==> src/hpe_pkg.sv <==
// Shared types and constants for the Horner polynomial evaluator.
`default_nettype none

package hpe_pkg;

    // Number format: signed fixed point with FRAC_BITS fraction bits in one word.
    localparam int WORD_W    = 32;
    localparam int PROD_W    = 2 * WORD_W;
    localparam int FRAC_BITS = 16;

    // Polynomial degree actually evaluated; it uses every one of the NUM_COEF coefficients.
    localparam int DEGREE    = 7;
    localparam int NUM_COEF  = 8;
    localparam int COEF_IDX_W = $clog2(NUM_COEF);
    localparam int CFG_IDX_W = COEF_IDX_W + 1;

    // Each Horner step has a multiply stage and a shift/clamp/add stage.
    localparam int STEP_LAT  = 2;
    localparam int LATENCY   = STEP_LAT * DEGREE;

    typedef logic signed [WORD_W-1:0] t_word;
    typedef logic signed [PROD_W-1:0] t_prod;

    localparam t_word WORD_MAX = {1'b0, {(WORD_W-1){1'b1}}};
    localparam t_word WORD_MIN = {1'b1, {(WORD_W-1){1'b0}}};

    // Control that travels alongside each word through the pipeline.
    typedef struct packed {
        logic valid;
        logic sat;
    } t_ctl;

endpackage

`default_nettype wire

==> src/hpe_coef_regs.sv <==
// Coefficient register file written through the configuration channel.
`default_nettype none

module hpe_coef_regs (
    input  wire logic                          i_clk,
    input  wire logic                          i_rst_n,
    input  wire logic                          i_cfg_valid,
    input  wire logic [hpe_pkg::CFG_IDX_W-1:0] i_cfg_index,
    input  wire logic [hpe_pkg::WORD_W-1:0]    i_cfg_data,
    output hpe_pkg::t_word                     o_coef [hpe_pkg::NUM_COEF]
);

    hpe_pkg::t_word r_coef [hpe_pkg::NUM_COEF];
    logic           w_hit;

    // Writes beyond the register list are dropped.
    assign w_hit = i_cfg_valid
                   && (i_cfg_index < hpe_pkg::CFG_IDX_W'(hpe_pkg::NUM_COEF));

    always_ff @(posedge i_clk) begin
        if (!i_rst_n) begin
            for (int i = 0; i < hpe_pkg::NUM_COEF; i++) begin
                r_coef[i] <= '0;
            end
        end else if (w_hit) begin
            r_coef[i_cfg_index[hpe_pkg::COEF_IDX_W-1:0]] <= i_cfg_data;
        end
    end

    assign o_coef = r_coef;

endmodule

`default_nettype wire

==> config.mk <==
export PLATFORM = sky130hd
export DESIGN_NAME = hpe_coef_regs
export DESIGN_NICKNAME = d
export VERILOG_FILES = /design/src/hpe_pkg.sv /design/src/hpe_coef_regs.sv
export SDC_FILE = /design/constraint.sdc
export NUM_CORES = 1
export LEC_CHECK = 0
export ABC_CLOCK_PERIOD_IN_PS = 1200
export BUFFER_PORTS_ARGS = -buffer_cell sky130_fd_sc_hd__buf_2
export CAP_MARGIN = 20
export CORE_MARGIN = 4
export CORE_UTILIZATION = 51
export CTS_BUF_LIST = sky130_fd_sc_hd__clkbuf_4
export DETAILED_ROUTE_END_ITERATION = 8
export PLACE_DENSITY_LB_ADDON = 0.12
export SLEW_MARGIN = 20
export SYNTH_ARGS = -nofsm -noshare
export SYNTH_HDL_FRONTEND = slang
export SYNTH_SLANG_ARGS = --single-unit
==> constraint.sdc <==
create_clock -name i_clk -period 1.2 [get_ports i_clk]
set_input_delay 0.12 -clock i_clk [delete_from_list [all_inputs] [get_ports i_clk]]
set_output_delay 0.12 -clock i_clk [all_outputs]
set_load 0.01 [all_outputs]
# ---- Word-level counts from Yosys, hierarchy flattened
# Index checks and enable logic that the tools add are counted.
dict set report classes {
  mux 3
  bitwise 1
  magnitude_cmp 3
  n_reduce_logical 2
}
# operator n
set ops {}
lappend ops {{$bwmux W256} 1}
lappend ops {{$demux W32 S3} 1}
lappend ops {{$mux W32} 1}
lappend ops {{$ge A4 B4 Y1 const B} 1}
lappend ops {{$lt A4 B1 Y1 const B} 1}
lappend ops {{$lt A4 B4 Y1 const B} 1}
lappend ops {{$not A3 Y4} 1}
lappend ops {{$logic_and A1 B1 Y1} 2}
dict set report totals {
  in_bits 39
  out_inout_bits 256
  wordCells 17
  reg_bits 256
}

# ---- Logic depth before layout (Yosys ltp)
dict set report logic_depth {
  depth_word 6
  depth_mapped 5
  depth_no_buf 3
}

# ---- Worst setup path before layout
# OpenSTA, ideal clock, no wires.
dict set report synth_timing {
  path_kind {in2reg}
  from {input i_cfg_index[3] in the netlist's numbering}
  to {register r_coef (netlist bit o_coef[161])}
  arrival_ns 0.967
  stages 5
  setup_ns 0.126
  slack_ns 0.107
  cell_sequence {nand3b_4 -> or3_1 -> buf_6 -> buf_6 -> mux2i_1}
}
dict set report synth_between {
  elab_chain_len 2
}
# item line
set synth_lines {}
lappend synth_lines {{start, declared} hpe_coef_regs.sv:8} ;# input wire logic [hpe_pkg::CFG_IDX_W-1:0] i_cfg_index,
lappend synth_lines {{$lt A4 B4 Y1} hpe_coef_regs.sv:18} ;# && (i_cfg_index < hpe_pkg::CFG_IDX_W'(hpe_pkg::NUM_COEF));
lappend synth_lines {{$logic_and A1 B1 Y1} hpe_coef_regs.sv:18}
lappend synth_lines {{end signal, assigned by index} hpe_coef_regs.sv:26} ;# r_coef[i_cfg_index[hpe_pkg::COEF_IDX_W-1:0]] <= i_cfg_data;
lappend synth_lines {{end, declared} hpe_coef_regs.sv:13} ;# hpe_pkg::t_word r_coef [hpe_pkg::NUM_COEF];
# Every way passes these cells.
# A chain may end at the register's enable or synchronous reset.

# ---- Final worst setup path
dict set report layout_timing {
  from {register r_coef (netlist bit o_coef[62])}
  to {output o_coef[62] in the netlist's numbering}
}
# item line
set layout_rtl {}
lappend layout_rtl {{end, declared} hpe_coef_regs.sv:10} ;# output hpe_pkg::t_word o_coef [hpe_pkg::NUM_COEF]
# No word-level cell between the ends.

==> metrics.txt <==
Initial Utilization=52.7%; slack of the critical path=-0.0300 ns; multi-input combinational cell area=3760 um^2; grt ovf=0; Gate Count Post-Synth=874; maximum clock path buffer count=3; vias in the first global route=8505; TritonCTS Buffers=67; Hold Path Origin=i_cfg_index[0]; CP max stage delay=between 0.3 and 0.4 ns; Critical Path RT=between 1 and 1.5 ns; worst slew pin tran=~0.4 ns; FF+latch count, synth=256; max reg flops=256; critical path class=reg -> out; Worst Path Arrival=1.11 ns; I/O Pins=between 200 and 300; worst rel slew slack=73.2%; Post-Syn Nets=913; GPL Wtd Cong=0.798; clock root buffer=clkbuf_4; first-pass GRT wire length=about 47000 um; DRC Markers=0; Syn. warnings=0; Final Max Tran Viols=0; Tmin final=approximately 1.2 ns; initial antenna violation count=1; sequential area share after synthesis=between 50% and 60%; most common cell after layout, fill and taps aside=nand2_1; CTS H-tree lvls=3; die width=between 100 and 150 um; Startpoint Class=flip-flop; post-detail-place hpwl=roughly 18000 um; synthesis-to-layout area growth=59.6%; max_cap viols=0; Vias/cell=5.17; setup violators final=87; CP Launch Point=o_coef[62]; Fmax=813 MHz; met1 GRT Util=approximately 33%; Reg2Reg Depth=4; Fin Clk Skew=0 ns; register area=5450 um^2; met3 Use GR=9.48%; Chip Height=around 140 um; fill count=just over 900; Core Area=17500 um^2; Total GRT Usage=29.2%; status=complete, but fails checks; cell leakage power=6.99 nW; failing checks=negative setup slack; die area=approximately 20000 um^2; R2R Setup Slk=0.36 ns; pwr/cell area=1150 nW/um^2; IO Port Bufs=294; total number of vias=~8200; GRT met2 Usage=50.0%; Std-Cell Rows=48; Wirelength per Cell=19.8 um; setup TNS=-1.08 ns; Final ANT Viol Nets=0; worst skew pair latency=~0.62 ns; Worst Path Buf+Inv=1; most frequent cells in the layout=nand2_1 (287), buf_6 (257), mux2i_1 (255), dfxtp_2 (255), buf_4 (94); slowest CP cell=dfxtp_2; final worst-path cycle share=103%; Detailed Route WL=31300 um; Hold Vio Cnt, Final=0; distinct cell type count after synthesis=15; Worst Hold Class=in -> reg; largest net degree at the start of global routing=33; synthesized area per cell=10.5 um^2; clock slew at reported path FFs=approximately 0.08 ns; delay-heaviest family, CP=flip-flops; r2r endpoint=o_coef[242]; Initial DRT Pass Iterations=5; stages on the worst setup path=1; area of the mapped netlist=a little over 9000 um^2; initial DRC count=between 300 and 400; CP endpoint kind=primary output; maximum fanout along the worst path=2; layout cells sized above 1=56.7%; VDD IR max=0.000876 V; Net count, final=1359; clk sinks=256; GRT Max-Usage Layer=met2; RSZ-0062 raised after global routing=yes; TritonCTS clock tree=done; Worst Setup EP=o_coef[62]; R2R Path Start=o_coef[242]; crit path cell chain=buf_6; pre-CTS setup slack=-0.217 ns
## layout make-up
| cell class | instances | area share, % |
|---|---|---|
| Timing Repair Buffer | 439 | 30.4 |
| Tap cell | 225 | 1.91 |
| Clock buffer | 93 | 4.75 |
| Multi-Input combinational cell | 556 | 25.6 |
| Antenna cell | 2 | 0.0340 |
| Clock inverter | 11 | 0.281 |
| Sequential cell | 256 | 37.0 |
## report_power, final
group          switching (W)  internal (W)
logic               0.000646      0.000578
registers          0.0000876       0.00862
clock network        0.00342       0.00353
## worst min path at each step
stage | slack (ns) | to | cells past startpoint
2_1_floorplan | 0.40 | o_coef[127] | 2
3_3_place_gp | 0.44 | o_coef[73] | 2
3_5_place_dp | 0.44 | o_coef[154] | 2
4_1_cts | 0.005 | o_coef[122] | 3
5_1_grt | 0.02 | o_coef[167] | 4
6_report | 0.05 | o_coef[190] | 4
## logic make-up after synthesis
kind of cell / share of synthesized area (%)
AND/OR/NAND/NOR: 12.7
multiplexers: 27.8
flip-flops: 55.6
buffers and inverters: 3.90
## routing by layer
layer | vias up | share of wire [%]
met5 | - | 0
met3 | 84 | 7.9
li1 | 3800 | -
met1 | 3954 | 38
met2 | 343 | 50
met4 | 0 | 3.7
## through the flow
stage	total power (W)	hold slack [ns]	std cells	util, %	cell area [um^2]
after detailed placement	0.00979	0.444	1377	64.1	11200
after global placement	0.00979	0.439	1377	64.1	11200
after CTS	0.0168	0.00479	1525	81.7	14300
after global routing	0.0176	0.0245	1582	84.2	14700
after floorplan	0.00935	0.399	874	-	9220
final	0.0169	0.0451	1582	84.2	14700
## Yosys cell counts, drive strengths merged
| library cell | number | area, um^2 |
|---|---|---|
| nand2 | 290 | 1090 |
| nand3b | 3 | 35.0 |
| nor3b | 3 | 27.5 |
| dfxtp | 256 | 5120 |
| clkbuf | 24 | 90.1 |
| nor2 | 2 | 7.51 |
| buf | 38 | 269 |
| mux2i | 256 | 2560 |
| or3 | 1 | 6.26 |
| and3 | 1 | 6.26 |
## what timing repair did
action,in CTS,in global routing
hold buffers,31,2
endpoints found under the setup margin,256,259
gates resized for setup,535,5
setup buffers,13,53
endpoints found under the hold margin,214,16
Note: power is estimated with default switching activity, not from simulation.
