<file path="config.mk">
export PLATFORM = sky130hd
export DESIGN_NAME = hpe_step
export DESIGN_NICKNAME = d
export VERILOG_FILES = /design/src/hpe_pkg.sv /design/src/hpe_step.sv
export SDC_FILE = /design/constraint.sdc
export NUM_CORES = 2
export LEC_CHECK = 0
export CAP_MARGIN = 20
export CORE_MARGIN = 3
export CORE_UTILIZATION = 28
export CTS_BUF_LIST = sky130_fd_sc_hd__clkbuf_8
export DETAILED_ROUTE_END_ITERATION = 10
export DONT_BUFFER_PORTS = 1
export PLACE_DENSITY = 0.5
export SETUP_SLACK_MARGIN = 0.1
export SYNTH_ARGS = -nofsm -noshare
export SYNTH_HDL_FRONTEND = slang
export SYNTH_SLANG_ARGS = --single-unit
</file>
<file path="constraint.sdc">
create_clock -name i_clk -period 19.9 [get_ports i_clk]
set_input_delay 3.98 -clock i_clk [delete_from_list [all_inputs] [get_ports i_clk]]
set_output_delay 3.98 -clock i_clk [all_outputs]
set_load 0.01 [all_outputs]
</file>
<file path="src/hpe_pkg.sv">
// Shared types and constants for the Horner polynomial evaluator.
`default_nettype none

package hpe_pkg;

    // Number format: signed fixed point with FRAC_BITS fraction bits in one word.
    localparam int WORD_W    = 32;
    localparam int PROD_W    = 2 * WORD_W;
    localparam int FRAC_BITS = 16;

    // Polynomial degree actually evaluated; it uses every one of the NUM_COEF coefficients.
    localparam int DEGREE    = 7;
    localparam int NUM_COEF  = 8;
    localparam int COEF_IDX_W = $clog2(NUM_COEF);
    localparam int CFG_IDX_W = COEF_IDX_W + 1;

    // Each Horner step has a multiply stage and a shift/clamp/add stage.
    localparam int STEP_LAT  = 2;
    localparam int LATENCY   = STEP_LAT * DEGREE;

    typedef logic signed [WORD_W-1:0] t_word;
    typedef logic signed [PROD_W-1:0] t_prod;

    localparam t_word WORD_MAX = {1'b0, {(WORD_W-1){1'b1}}};
    localparam t_word WORD_MIN = {1'b1, {(WORD_W-1){1'b0}}};

    // Control that travels alongside each word through the pipeline.
    typedef struct packed {
        logic valid;
        logic sat;
    } t_ctl;

endpackage

`default_nettype wire

</file>
<file path="src/hpe_step.sv">
// One Horner step: multiply, floor shift, clamp, add coefficient, clamp; two register stages.
`default_nettype none

module hpe_step (
    input  wire logic           i_clk,
    input  wire logic           i_rst_n,
    input  wire hpe_pkg::t_ctl  i_ctl,
    input  wire hpe_pkg::t_word i_acc,
    input  wire hpe_pkg::t_word i_x,
    input  wire hpe_pkg::t_word i_coef,
    output hpe_pkg::t_ctl       o_ctl,
    output hpe_pkg::t_word      o_acc,
    output hpe_pkg::t_word      o_x
);

    // Stage A: full product.
    hpe_pkg::t_ctl  r_ctl_a;
    hpe_pkg::t_prod r_prod;
    hpe_pkg::t_word r_x_a;

    // Stage B: accumulated value.
    hpe_pkg::t_ctl  r_ctl_b;
    hpe_pkg::t_word r_acc_b;
    hpe_pkg::t_word r_x_b;

    hpe_pkg::t_prod               w_shift;
    logic                         w_pos_ovf;
    logic                         w_neg_ovf;
    hpe_pkg::t_word               w_p;
    logic signed [hpe_pkg::WORD_W:0] w_sum;
    logic                         w_add_ovf;
    hpe_pkg::t_word               n_acc;
    hpe_pkg::t_ctl                n_ctl;

    always_ff @(posedge i_clk) begin
        if (!i_rst_n) begin
            r_ctl_a <= '0;
        end else begin
            r_ctl_a <= i_ctl;
        end
    end

    always_ff @(posedge i_clk) begin
        r_prod <= hpe_pkg::t_prod'(i_acc) * hpe_pkg::t_prod'(i_x);
        r_x_a  <= i_x;
    end

    always_comb begin
        // Arithmetic shift rounds toward minus infinity.
        w_shift   = r_prod >>> hpe_pkg::FRAC_BITS;
        w_pos_ovf = !w_shift[hpe_pkg::PROD_W-1]
                    && (|w_shift[hpe_pkg::PROD_W-2:hpe_pkg::WORD_W-1]);
        w_neg_ovf = w_shift[hpe_pkg::PROD_W-1]
                    && !(&w_shift[hpe_pkg::PROD_W-2:hpe_pkg::WORD_W-1]);
        if (w_pos_ovf) begin
            w_p = hpe_pkg::WORD_MAX;
        end else if (w_neg_ovf) begin
            w_p = hpe_pkg::WORD_MIN;
        end else begin
            w_p = w_shift[hpe_pkg::WORD_W-1:0];
        end

        w_sum     = {w_p[hpe_pkg::WORD_W-1], w_p}
                    + {i_coef[hpe_pkg::WORD_W-1], i_coef};
        w_add_ovf = w_sum[hpe_pkg::WORD_W] != w_sum[hpe_pkg::WORD_W-1];
        if (w_add_ovf) begin
            n_acc = w_sum[hpe_pkg::WORD_W] ? hpe_pkg::WORD_MIN : hpe_pkg::WORD_MAX;
        end else begin
            n_acc = w_sum[hpe_pkg::WORD_W-1:0];
        end

        n_ctl.valid = r_ctl_a.valid;
        n_ctl.sat   = r_ctl_a.sat || w_pos_ovf || w_neg_ovf || w_add_ovf;
    end

    always_ff @(posedge i_clk) begin
        if (!i_rst_n) begin
            r_ctl_b <= '0;
        end else begin
            r_ctl_b <= n_ctl;
        end
    end

    always_ff @(posedge i_clk) begin
        r_acc_b <= n_acc;
        r_x_b   <= r_x_a;
    end

    assign o_ctl = r_ctl_b;
    assign o_acc = r_acc_b;
    assign o_x   = r_x_b;

endmodule

`default_nettype wire

</file>
* Word level (Yosys, flattened, before mapping)
Cells that the tools add are included.
** Storage, ports and cells
- Register bits :: 164
- Output and inout port bits :: 66
- Logic and storage cells :: 24
** Cells by class
- Multiplexer cells :: 4
- Eq/ne operators :: 1
- Add/sub/neg operators :: 1
- Reductions and logical operators :: 9
- $mul :: 1
** Operator list (count)
- $mux W32 :: 4
- $mul A32 B32 Y64 :: 1
- $add A32 B32 Y33 :: 1
- $reduce_and A17 Y1 :: 1
- $reduce_or A17 Y1 :: 1
- $logic_or A1 B1 Y1 :: 3
- $logic_and A1 B1 Y1 :: 2
- $logic_not A1 Y1 :: 2
- $ne A1 B1 Y1 :: 1

* Depth between registers and ports, before layout
- Depth in word-level cells :: 8
- Depth in mapped cells :: 30
- Mapped depth without buffers :: 29

* Least setup slack after synthesis
OpenSTA, ideal clock, no wires.
- Path type :: input to register
- Start :: input port i_acc[31]
- End :: register r_prod[58]
- Setup time :: 0.119 ns
- Slack :: 8.610 ns
- Cell stages on the path :: 26
- Arrival :: 11.170 ns
- Path buffers :: 2
- Path through :: clkbuf_1 -> nand2_1 -> inv_1 -> fa_1 -> fa_1 -> inv_1 -> fa_1 -> inv_1 -> fa_1 -> inv_1 -> fa_1 -> inv_1 -> fa_1 -> inv_1 -> fa_1 -> inv_1 -> fa_1 -> ha_1 -> clkbuf_1 -> nand3_1 -> nor3_1 -> nand3_1 -> or3_1 -> o211ai_1 -> o211ai_1 -> xnor2_1
** On the way
- Word-level cells in the longest chain between the ends :: 1
** Ends and longest elaborated chain
- start, declared :: RTL line hpe_step.sv:8 : input wire hpe_pkg::t_word i_acc,
- $mul A32 B32 Y64 :: RTL line hpe_step.sv:44 : r_prod <= hpe_pkg::t_prod'(i_acc) * hpe_pkg::t_prod'(i_x);
- end signal, assigned :: RTL line hpe_step.sv:44
- end, declared :: RTL line hpe_step.sv:18 : hpe_pkg::t_prod r_prod;
No other way between the ends.
A chain may end at the register's enable or synchronous reset.

* Final worst setup path
- Start :: input port i_x[2]
- End :: register r_prod[58]
** On the way
- Word-level cells in the longest chain between the ends :: 1
** Ends and longest elaborated chain
- start, declared :: RTL line hpe_step.sv:9 : input wire hpe_pkg::t_word i_x,
- $mul A32 B32 Y64 :: RTL line hpe_step.sv:44
No other way between the ends.

==> flow_results.org <==
** Layout
- Synthesis-to-finish area growth :: 5.01%
- At the end of the flow, the number of nets in the layout was 5447.
- Leaving out fill and tap cells, the most frequent cell in the layout is sky130_fd_sc_hd__fa_1.
- Cells with a size suffix above 1 make up 1.67% of the layout.
- Most used cells in the layout excluding fill and tap cells :: sky130_fd_sc_hd__fa_1, sky130_fd_sc_hd__inv_1, sky130_fd_sc_hd__and2_1

** Worst setup path
- Data arrival time of the worst path :: 11640 ps
- STA classifies the critical path endpoint as a register.
- Required time of the worst setup path :: 20410 ps
- Critical-path maximum fanout :: 33
- Startpoint class of the critical path :: input pin
- For the worst flop-to-flop path, the logic depth is 17.
- Across all register-to-register paths, the minimum setup slack is 14610 ps.
- Type of the worst setup path :: in2reg

** Clocking
- The tree is rooted in a sky130_fd_sc_hd__clkbuf_8.
- Maximum level of the CTS H-tree :: 4
- CTS resizes :: 0
- TritonCTS built the clock tree.
- CTS saw 148 sinks.
- Hold Buf Count CTS :: 0
- # Post-CTS Setup Buffers :: 0
- Clock input transition at the sequential cells of the worst setup and hold paths :: 140 ps
- Worst skew pair latency :: 650 ps
- CTS Buf Count :: 17
- The clock passes through at most 2 buffers.

** Worst hold path
- Counting instances, the worst hold path has a depth of 0.
- Path type of the worst min-delay path :: reg2reg

** Die
- Total Die Area :: 150000 µm²
- Floorplan core area :: 144000 µm²
- The floorplan step set the die width to 388 µm.
- Once the floorplan was initialized, standard cells occupied 28.3% of the core.
- Cell Rows :: 139
- For this design the top-level I/O count stands at 166.
- From bottom edge to top edge, the die measures 388 µm.

** Synthesis
- Mapped Avg Cell Area :: 9.60 µm²
- The number of nets handed over by synthesis was 5638.
- Of all cell types, the one taking the most synthesized area is sky130_fd_sc_hd__fa_1.
- Main flop type after synthesis :: sky130_fd_sc_hd__dfxtp_1
- Share of synthesized area occupied by flip-flops and latches :: 7.27%
- The synthesized design contains 148 register bits.
- After synthesis the cells add up to 40800 µm².
- Count of flip-flops with a built-in enable after synthesis :: 0
- Ranking of synthesized cells by area :: sky130_fd_sc_hd__fa_1, sky130_fd_sc_hd__inv_1, sky130_fd_sc_hd__and2_1
- Library cells used by synthesis :: 61
- Counting flops with an async set or reset pin after synthesis yields a share of 0%.
- The synthesized design devotes to its leading area cell type 53.1% of total area.
- Synthesis handed over a netlist of 4244 instances.
- Synthesis Warnings :: 0

** Timing
- At the pin with the least slew margin, the transition time is 1010 ps.
- Measured against its own limit, the worst slew margin works out to 32.6%.
- Hold violation count in the final report :: 0
- Sum of negative setup slack :: 0 ps
- Upper clock frequency limit :: 0.0898 GHz
- The smallest clock period supported by the final layout is computed as 11130 ps.
- Setup repair after global routing left no endpoint under its margin.
- Setup-violating endpoint count in the final report :: 0
- Number of pins exceeding their max-slew limit in the final report :: 0
- Worst Skew :: 33.1 ps
- Fraction of the cycle the final worst path needs :: 55.9%

** Global route
- Overall fraction of global-route tracks in use :: 16.0%
- Entering global routing, the biggest net connects 34 pins.
- Wire length of the first global-routing pass :: 183000 µm
- The number of global-route vias before repair was 30500.
- The total overflow left after global routing is 0.
- Number of antenna violations at the first check in global routing :: 8

** Detailed routing
- The first detailed-routing pass took 5 iterations.
- In this run, the number of DRC markers left after iteration 0 of detailed routing was 1214.
- The routed layout has 27000 vias.
- In this run the remaining antenna-violating nets after routing total 0.
- After detailed routing, the number of vias per cell comes to 4.52.
- Average wire per standard cell :: 19.4 µm
- Routed Wire Length :: 116000 µm
- DR DRC count :: 0

** Job
- Max-cap violations :: 0

** Placement
- Post-detailed-placement half-perimeter wirelength :: 92200 µm
- The count of buffers added on input and output ports is 0.
- The congestion estimate from routability-driven global placement came to 0.837.

** Run status
- Result of the run :: completed
## logic make-up (layout without fill, tap and decap cells)
logic type / count (synthesis) / after routing / synth area share (%)
compound gates: 316 / 316 / 5.12
xor+xnor: 92 / 92 / 2.00
fa+ha+maj: 1301 / 1301 / 59.8
buf+inv: 1204 / 1026 / 11.2
flops: 148 / 148 / 7.27
mux: 2 / 2 / 0.0491
other cells: 0 / 4 / 0
simple gates: 1181 / 1181 / 14.6
## per-stage QoR
step	hold slack [ps]	setup WS, ps	util, %	std cells	area, µm²
floorplan	310	8610	-	4244	40800
global placement	310	8190	29.4	5937	42400
detailed placement	312	8100	29.4	5937	42400
CTS	301	8840	29.7	5969	42800
global route	315	8340	29.7	5970	42800
finish	305	8770	29.7	5973	42800
## cell usage after synthesis (3+ instances only)
library cell	number
sky130_fd_sc_hd__nand3_1	21
sky130_fd_sc_hd__o21ai_0	45
sky130_fd_sc_hd__o31ai_1	3
sky130_fd_sc_hd__a21oi_2	16
sky130_fd_sc_hd__a211oi_1	7
sky130_fd_sc_hd__nor2_1	51
sky130_fd_sc_hd__o21ai_1	4
sky130_fd_sc_hd__o21a_1	36
sky130_fd_sc_hd__clkbuf_1	208
sky130_fd_sc_hd__a31oi_1	9
sky130_fd_sc_hd__dfxtp_1	148
sky130_fd_sc_hd__a21o_1	58
sky130_fd_sc_hd__or3_1	3
sky130_fd_sc_hd__o21bai_1	15
sky130_fd_sc_hd__buf_6	3
sky130_fd_sc_hd__and3_1	8
sky130_fd_sc_hd__buf_1	3
sky130_fd_sc_hd__o211ai_1	5
sky130_fd_sc_hd__nand4_1	14
sky130_fd_sc_hd__nor3_1	5
sky130_fd_sc_hd__fa_1	1082
sky130_fd_sc_hd__nand2_1	517
sky130_fd_sc_hd__a221oi_1	3
sky130_fd_sc_hd__nor2b_1	7
sky130_fd_sc_hd__ha_1	212
sky130_fd_sc_hd__inv_1	987
sky130_fd_sc_hd__nor4_1	6
sky130_fd_sc_hd__xor2_1	30
sky130_fd_sc_hd__and2_1	527
sky130_fd_sc_hd__nand2b_1	16
sky130_fd_sc_hd__xnor2_1	61
sky130_fd_sc_hd__maj3_1	7
sky130_fd_sc_hd__a21oi_1	90
## sequential cells by signal, summed over array words and instances, names as in the netlist
name,flops
r_x_a,32
o_acc,32
r_ctl_a,1
n_ctl,1
o_ctl,2
r_prod,48
o_x,32
## area by class of cell
cell class / instances / area, µm²
antenna: 4 / 10.0
clock buffer: 17 / 234
clock inverter: 15 / 180
fill: 15300 / 101000
inverter: 987 / 3700
multi-input combinational: 2892 / 33300
sequential: 148 / 2960
tap: 1903 / 2380
timing repair buffer: 7 / 52.6
## routing by layer
metal / part of all wire [%] / GRT usage, %
met2: 53 / 29.2
met3: 3.5 / 2.43
met1: 41 / 19.4
met5: 0.026 / 0
met4: 2.6 / 4.64
## path summary, 6_finish.rpt
| check | start | end |
|---|---|---|
| worst max-delay path | i_x[2] | r_prod[58] |
| worst max register to register | r_prod[49] | o_acc[13] |
| worst min register to register | r_x_a[3] | o_x[3] |
| worst min-delay path | r_x_a[3] | o_x[3] |
## worst max-delay path: stages
cell and delay (ps):
sky130_fd_sc_hd__nand2_1 100, sky130_fd_sc_hd__inv_1 90, sky130_fd_sc_hd__fa_1 600, sky130_fd_sc_hd__fa_1 470
sky130_fd_sc_hd__fa_1 950, sky130_fd_sc_hd__fa_1 880, sky130_fd_sc_hd__inv_1 380, sky130_fd_sc_hd__fa_1 600
sky130_fd_sc_hd__inv_1 60, sky130_fd_sc_hd__fa_1 530, sky130_fd_sc_hd__inv_1 50, sky130_fd_sc_hd__fa_1 470
sky130_fd_sc_hd__inv_1 50, sky130_fd_sc_hd__fa_1 450, sky130_fd_sc_hd__ha_1 430, sky130_fd_sc_hd__nand3_1 140
sky130_fd_sc_hd__nor3_1 440, sky130_fd_sc_hd__nand3_1 160, sky130_fd_sc_hd__or3_1 360, sky130_fd_sc_hd__o211ai_1 160
sky130_fd_sc_hd__o211ai_1 130, sky130_fd_sc_hd__xnor2_1 130
Power is not shown: default switching activity piles up to over one toggle a cycle in this logic, so the estimate is an artifact.
